$ cat config.mk
export PLATFORM = sky130hd
export DESIGN_NAME = rpb_front
export DESIGN_NICKNAME = d
export VERILOG_FILES = /design/src/hw/rtl/assert_macros.svh /design/src/hw/rtl/rpb_pkg.sv /design/src/hw/rtl/rpb_front.sv
export SDC_FILE = /design/constraint.sdc
export NUM_CORES = 1
export LEC_CHECK = 0
export BUFFER_PORTS_ARGS = -buffer_cell sky130_fd_sc_hd__buf_2
export CORE_MARGIN = 4
export CORE_UTILIZATION = 29
export CTS_BUF_LIST = sky130_fd_sc_hd__clkbuf_8 sky130_fd_sc_hd__clkbuf_16
export CTS_CLUSTER_DIAMETER = 30
export DETAILED_ROUTE_END_ITERATION = 12
export PLACE_DENSITY = 0.47
export SLEW_MARGIN = 40
export SYNTH_ARGS = -nofsm -noshare
export SYNTH_HDL_FRONTEND = slang
export SYNTH_SLANG_ARGS = --single-unit
$ cat constraint.sdc
create_clock -name clk_i -period 2.2 [get_ports clk_i]
set_input_delay 0.11 -clock clk_i [delete_from_list [all_inputs] [get_ports clk_i]]
set_output_delay 0.11 -clock clk_i [all_outputs]
set_load 0.01 [all_outputs]
$ cat src/hw/rtl/assert_macros.svh
// Assertion helpers; clk_i and rst_ni must be in scope.
`ifndef ASSERT_MACROS_SVH
`define ASSERT_MACROS_SVH

// Property holds at every edge out of reset.
`define RPB_ASSERT(lbl, prop) \
  lbl: assert property (@(posedge clk_i) disable iff (!rst_ni) (prop)) \
    else $error("rpb assertion failed");

// Antecedent implies consequent on the following edge.
`define RPB_ASSERT_NEXT(lbl, ante, cons) \
  lbl: assert property (@(posedge clk_i) disable iff (!rst_ni) (ante) |=> (cons)) \
    else $error("rpb assertion failed");

`endif

$ cat src/hw/rtl/rpb_pkg.sv
package rpb_pkg;

  localparam int unsigned MaxLen = 1024;
  localparam int unsigned AddrW  = $clog2(MaxLen);
  localparam int unsigned LenW   = 11;
  localparam int unsigned WordW  = 32;
  localparam int unsigned CharW  = 7;
  localparam logic [LenW-1:0] MinLen   = LenW'(12);
  localparam logic [LenW-1:0] MaxLenC  = LenW'(MaxLen);
  localparam logic [LenW-1:0] MinRounds = LenW'(2);
  localparam logic [LenW-1:0] AllChars = LenW'(94);

  typedef enum logic [0:0] {
    PH_FILL = 1'b0,
    PH_SHUF = 1'b1
  } phase_e;

  typedef enum logic [3:0] {
    ST_IDLE,
    ST_DIV,
    ST_CHECK,
    ST_RD1,
    ST_RD2,
    ST_WRV,
    ST_EMIT1,
    ST_EMIT2
  } state_e;

  // word queue head as seen by the back end
  typedef struct packed {
    logic             valid;
    logic [WordW-1:0] word;
  } word_beat_t;

  localparam logic [CharW-1:0] Sym [32] = '{
    7'h21, 7'h40, 7'h23, 7'h24, 7'h25, 7'h5E, 7'h26, 7'h2A,
    7'h28, 7'h29, 7'h5F, 7'h2B, 7'h2D, 7'h3D, 7'h5B, 7'h5D,
    7'h7B, 7'h7D, 7'h7C, 7'h3B, 7'h3A, 7'h2C, 7'h2E, 7'h3C,
    7'h3E, 7'h3F, 7'h2F, 7'h7E, 7'h60, 7'h27, 7'h22, 7'h5C
  };

  function automatic logic [CharW-1:0] char_at(input logic [6:0] k);
    logic [6:0] s;
    s = k - 7'd62;
    if (k < 7'd10)      return 7'h30 + k;
    else if (k < 7'd36) return 7'h61 + (k - 7'd10);
    else if (k < 7'd62) return 7'h41 + (k - 7'd36);
    else                return Sym[s[4:0]];
  endfunction

  function automatic logic [LenW-1:0] cat_size(input logic [1:0] c);
    case (c)
      2'd0:    return LenW'(10);
      2'd1:    return LenW'(26);
      2'd2:    return LenW'(26);
      default: return LenW'(32);
    endcase
  endfunction

  function automatic logic [6:0] cat_base(input logic [1:0] c);
    case (c)
      2'd0:    return 7'd0;
      2'd1:    return 7'd10;
      2'd2:    return 7'd36;
      default: return 7'd62;
    endcase
  endfunction

endpackage

$ cat src/hw/rtl/rpb_front.sv
module rpb_front (
  input  logic                           clk_i,
  input  logic                           rst_ni,
  input  logic                           s_tvalid_i,
  output logic                           s_tready_o,
  input  logic [rpb_pkg::WordW-1:0]      s_tdata_i,
  output rpb_pkg::word_beat_t            head_o,
  input  logic                           pop_i
);
  // four-deep word queue
  logic [rpb_pkg::WordW-1:0] buf_q [4];
  logic [1:0] wp_q, rp_q;
  logic [2:0] cnt_q;
  logic push, pop;

  assign s_tready_o = (cnt_q != 3'd4);
  assign push = s_tvalid_i && s_tready_o;
  assign pop  = pop_i && (cnt_q != 3'd0);
  assign head_o.valid = (cnt_q != 3'd0);
  assign head_o.word  = buf_q[rp_q];

  always_ff @(posedge clk_i) begin
    if (push) buf_q[wp_q] <= s_tdata_i;
  end

  always_ff @(posedge clk_i or negedge rst_ni) begin
    if (!rst_ni) begin
      wp_q <= '0;
      rp_q <= '0;
      cnt_q <= '0;
    end else begin
      if (push) wp_q <= wp_q + 2'd1;
      if (pop) rp_q <= rp_q + 2'd1;
      cnt_q <= cnt_q + {2'b00, push} - {2'b00, pop};
    end
  end
endmodule

==> metrics.txt, run 1 <==
outcome=finished clean; slowest cell delay on critical path=0.47 ns; PnR Total Power=about 0.0088 W; first-pass GRT wire length=roughly 16000 um; FP Rows=48; CP top delay family=adder cells; critical path arrival=2.37 ns; Post-Syn Area=5130 sq um; # diodes=0; CP max stage cell=dfrtp_2; DR DRC count=0; post-synthesis cell type count=22; Slew Limit Fails=0; maximum vdd drop=0.664 mV; r2r startpoint=cnt_q[1]$_DFF_PN0_; gr usage total=between 10% and 20%; pwr/cell area=1310 nW/um^2; post-synthesis sequential area ratio=78.3%; Starting Density=between 20% and 30%; post-synth top area cell=edfxtp_1; global placement routability congestion=0.732; syn nets=252; Lkg Pwr=around 2.3 nW; DRT Wirelength=9930 um; most frequent cells in the layout=128 x edfxtp_1, 69 x buf_2, 33 x dlygate4sd3_1, 28 x mux4_2, 17 x clkbuf_16; Mapped Avg Cell Area=24.6 sq um; Final Hold Fails=0; Worst EP required=2.50 ns; CTS tree=done; skew final=0.00913 ns; Total Nets Final=roughly 370; unrepaired setup endpoints after global routing=no; PortBufs=69; vias per cell=4.41; vias in the first global route=2725; DR WL/cell=between 15 and 20 um; worst path cell trace=o31a_1 > ha_1 > inv_1 > ha_1 > inv_1 > fa_1 > xnor2_1 > xnor2_1; Post-Layout Cell Count=about 570; Cells after DPL=approximately 500; clock slew at reported path FFs=0.06 ns; TritonCTS buffer count=17; share of cells above drive strength 1=41.5%; final antenna-violating net count=0; min cycle time layout=2.07 ns; Clock Tree Buf Depth=2; CP Launch Type=flip-flop; Die X=141 um; most common cell after layout, fill and taps aside=edfxtp_1; Worst slew margin=72.2%; total negative slack=0 ns; Die Y=roughly 140 um; Worst Setup SP=cnt_q[1]$_DFF_PN0_; CP Capture Type=flip-flop; Hold WC Path Type=in2reg; ranking of synthesized cells by area=edfxtp_1 75%, mux4_2 12%, dfrtp_1 3.4%; worst-skew pair later-pin latency=0.41 ns; largest net degree at the start of global routing=33; depth of the CTS H-tree=4; initial antenna violation count=0; Max Fclk=slightly below 0.5 GHz; count of final setup violators=0; maximum fanout along the worst path=8; DP Wirelength=5860 um; crit path buf inv count=2; worst-margin pin slew=0.412 ns; Worst Setup Path Type=reg2reg; FF+latch count, synth=135; CTS Root Cell=clkbuf_16; Finished Core Util=38.7%; I/O pins=70; GR Overflow Total=0; Synth-to-Final Area Change=30.4%; vias post-DR=around 2500; core area=17300 sq um; HP Start=s_tvalid_i; yosys warns=0; Gate Count Post-Synth=~210; DR pass1 iterations=4; share of the synthesized area in the top cell type=74.9%; Die ar.=19900 sq um; Iteration-0 DRC Markers=90; period utilisation layout=94.1%; max cap viols=0; CTS sink cnt=135; Post-CTS Setup Repair Bufs=0
==> through the flow <==
| stage | hold WS [ns] | setup slack, ns | instance area (sq um) |
|---|---|---|---|
| CTS | 0.0117 | 0.0788 | 6690 |
| floorplan | -0.186 | 0.101 | 5130 |
| detailed placement | -0.0424 | 0.0972 | 5810 |
| finish | 0.0310 | 0.131 | 6700 |
| global route | 0.0306 | 0.000719 | 6700 |
| global placement | -0.0411 | 0.117 | 5810 |
==> flip-flops by register name, indices dropped and copies added, names as in the netlist <==
name,flops
buf_q,128
cnt_q,3
rp_q,2
wp_q,2
==> repair_timing <==
item,4_1_cts,5_1_grt
endpoints found under the setup margin,0,1
resized for setup,0,1
endpoints found under the hold margin,135,0
hold buffers,33,0
==> per-layer routing <==
metal,wire (um),vias up,GRT usage [%]
met3,419,15,3.19
met1,4540,1300,13.9
met2,4800,59,16.9
li1,-,1129,-
met5,0,-,0
met4,167,0,4.90
==> report_power, final <==
part	switching [W]	total (W)	internal, W
Sequential	0.000203	0.00361	0.00341
Combinational	0.00132	0.00257	0.00125
Clock	0.00106	0.00261	0.00155
==> worst min-delay path: stages <==
cell,delay [ns]
buf_2,0.15
nand2_1,0.07
o211ai_1,0.07
==> synth_stat cells <==
| library cell | count |
|---|---|
| edfxtp_1 | 128 |
| mux4_2 | 28 |
| dfrtp_1 | 7 |
| ha_1 | 6 |
| inv_1 | 6 |
| and3b_1 | 4 |
| mux4_1 | 4 |
| nand2b_1 | 4 |
| buf_12 | 3 |
| buf_2 | 3 |
| xnor2_1 | 3 |
| nand4bb_1 | 2 |
| o211ai_1 | 2 |
| buf_6 | 1 |
| clkbuf_1 | 1 |
| fa_1 | 1 |
| nand2_1 | 1 |
| nor3b_2 | 1 |
| o311ai_0 | 1 |
| o31a_1 | 1 |
| or3_1 | 1 |
| xor2_1 | 1 |
==> kinds of logic (layout without fill, tap and decap cells) <==
group,Yosys count,count (layout),synth area share (%)
DFF,135,135,78.3
muxes,32,32,14.3
AOI/OAI and AO/OA,4,4,0.634
adders and majority gates,7,7,1.85
buffers and inverters,14,147,2.19
and+or+nand+nor,13,13,2.05
xor gates and xnor gates,4,4,0.682
==> worst paths after layout <==
check,end,slack [ns],depth (start not counted)
worst max-delay path,cnt_q[2]$_DFF_PN0_,0.13,8
worst min-delay path,wp_q[1]$_DFFE_PN0P_,0.03,3
max in group asynchronous,rp_q[1]$_DFFE_PN0P_,1.96,2
worst max register to register,cnt_q[2]$_DFF_PN0_,0.13,8
min in group asynchronous,cnt_q[0]$_DFF_PN0_,0.06,2
worst min register to register,rp_q[0]$_DFFE_PN0P_,0.51,1
==> layout make-up <==
type / instances / area [sq um]
multi-input combinational: 60 / 1010
sequential: 135 / 4020
clock buffer: 17 / 425
clock inverter: 15 / 131
inverter: 6 / 22.5
tap: 225 / 282
timing repair buffer: 109 / 803
fill: 1634 / 10600
(Power assumes the default switching activity.)
==> inputs of run 2 (changes only) <==
CTS_BUF_LIST = sky130_fd_sc_hd__clkbuf_4   (was sky130_fd_sc_hd__clkbuf_8 sky130_fd_sc_hd__clkbuf_16)
==> run 2 against run 1 <==
Wire length up 1.7%. Maximum frequency up 0.53%. Critical endpoint unchanged. Sequential cell count unchanged. Final cell count up 1.4%.
==> metrics.txt, run 2 (same netlist as run 1, synthesis figures left out) <==
outcome=finished clean; Reg2Reg Capture Point=cnt_q[2]$_DFF_PN0_; DR pass1 iterations=4; Worst slew margin=72.0%; WHS=0.318 ns; Cells after DPL=~500; CTS tree=done; Final Worst Setup Slack=0.142 ns; Worst Setup Path Type=reg2reg; Die X=141 um; vias per cell=roughly 4.3; DRT Wirelength=10100 um; Largest register FFs=128; most frequent cells in the layout=128 x edfxtp_1, 67 x buf_2, 36 x dlygate4sd3_1, 29 x mux4_2, 17 x clkbuf_4; GR Overflow Total=0; Starting Density=29.7%; Fillers=1664; unrepaired setup endpoints after global routing=yes; Iteration-0 DRC Markers=58; global placement routability congestion=between 0.7 and 0.8; Slew Limit Fails=0; Lkg Pwr=2.25 nW; Hold WC Path Type=in2reg; most common cell after layout, fill and taps aside=edfxtp_1; CTS sink cnt=135; pwr/cell area=1210 nW/um^2; max cap viols=0; CP Launch Type=flip-flop; Top Registers=buf_q x128, cnt_q x3; Worst EP required=2.66 ns; combinational fraction of design power=35.3%; FP Rows=48; Hold EP=buf_q[3][10]$_DFFE_PP_; # diodes=0; count of final setup violators=0; skew final=between 0.015 and 0.02 ns; maximum fanout along the worst path=8; worst path cell trace=o31a_1 > ha_1 > inv_1 > ha_1 > inv_1 > fa_1 > xnor2_1 > xnor2_1; final antenna-violating net count=0; DR WL/cell=17.6 um; Synth-to-Final Area Change=26.7%; worst reg-to-reg setup slack=0.14 ns; CP max stage cell=dfrtp_2; worst-margin pin slew=0.415 ns; Die ar.=slightly below 20000 sq um; critical path arrival=2.52 ns; Final Hold Fails=0; r2r startpoint=cnt_q[1]$_DFF_PN0_; period utilisation layout=93.6%; total negative slack=0 ns; switching power=approximately 0.0025 W; Finished Core Util=37.6%; P_int=0.00536 W; vias in the first global route=between 2000 and 3000; Reg power frac=45.8%; area of the multi-input gates=1000 sq um; switching share of power=31.8%; min cycle time layout=2.06 ns; most flop-heavy register=buf_q; Clk pwr share=roughly a fifth; FF+latch area=slightly above 4000 sq um; Clock Tree Buf Depth=2; share of cells above drive strength 1=42.6%; I/O pins=70; slowest cell delay on critical path=0.47 ns; Post-Layout Cell Count=575; first-pass GRT wire length=16100 um; Total Nets Final=380; Worst Setup SP=cnt_q[1]$_DFF_PN0_; TritonCTS buffer count=17; DP Wirelength=5860 um; Reg2Reg Depth=8; core area=approximately 17000 sq um; initial antenna violation count=0; CTS Root Cell=clkbuf_4; clock slew at reported path FFs=approximately 0.13 ns; Worst Hold Depth=2; vias post-DR=2495; HP Start=s_tdata_i[10]; CP Capture Type=flip-flop; PortBufs=69; worst-skew pair later-pin latency=0.53 ns; worst slack, placed=0.0972 ns; maximum vdd drop=0.807 mV; Max Fclk=0.486 GHz; DR DRC count=0; largest net degree at the start of global routing=33; depth of the CTS H-tree=4; gr usage total=10.9%; Die Y=141 um
==> run 2: repair_timing <==
action	4_1_cts	5_1_grt
gates cloned	1	0
endpoints found under the setup margin	9	19
resized for setup	0	6
hold buffers	36	0
buffers inserted	1	3
hold endpoints to repair	139	0
==> run 2: per-layer routing <==
layer | vias to the layer above | wire [um] | part of all wire [%] | track usage, %
met4 | 0 | 143 | 1.4 | 4.28
met1 | 1282 | 4570 | 45 | 14.1
met2 | 60 | 4900 | 49 | 17.0
li1 | 1139 | - | - | -
met3 | 14 | 489 | 4.8 | 3.70
met5 | - | 0 | 0 | 0
==> run 2: power by group through the flow <==
stage | Combinational, W | Sequential [W] | Clock [W]
detailed placement | 0.00264 | 0.00367 | 0
global route | 0.00304 | 0.00366 | 0.00167
global placement | 0.00265 | 0.00364 | 0
finish | 0.00277 | 0.00360 | 0.00149
floorplan | 0.00173 | 0.00358 | 0
CTS | 0.00280 | 0.00361 | 0.00156
==> run 2: layout make-up <==
cell class / count / share of cell area [%]
Timing Repair Buffer: 117 / 14.1
Multi-Input combinational cell: 60 / 15.4
Sequential cell: 135 / 61.8
Tap cell: 225 / 4.33
Inverter: 6 / 0.346
Clock buffer: 17 / 1.96
Clock inverter: 15 / 2.02
==> run 2: per-stage QoR <==
| step | area (sq um) | power, W |
|---|---|---|
| finish | 6510 | 0.00786 |
| global route | 6510 | 0.00837 |
| CTS | 6470 | 0.00797 |
| detailed placement | 5810 | 0.00631 |
| global placement | 5810 | 0.00630 |
| floorplan | 5130 | 0.00531 |
==> run 2: worst max-delay path by stage <==
stage / endpoint / slack (ns) / depth (start not counted)
3_3_place_gp: cnt_q[2]$_DFF_PN0_ / 0.12 / 8
2_1_floorplan: cnt_q[2]$_DFF_PN0_ / 0.10 / 9
6_report: cnt_q[2]$_DFF_PN0_ / 0.14 / 8
3_5_place_dp: cnt_q[2]$_DFF_PN0_ / 0.1 / 8
4_1_cts: head_o[27] / -0.03 / 3
5_1_grt: head_o[27] / -0.02 / 4
==> run 2: critical path: cells and delay by family (launching register included) <==
family / cells / cell delay, ns
xor+xnor: 2 / 0.31
fa+ha+maj: 3 / 0.77
flops: 1 / 0.47
buf+inv: 2 / 0.11
compound gates: 1 / 0.34
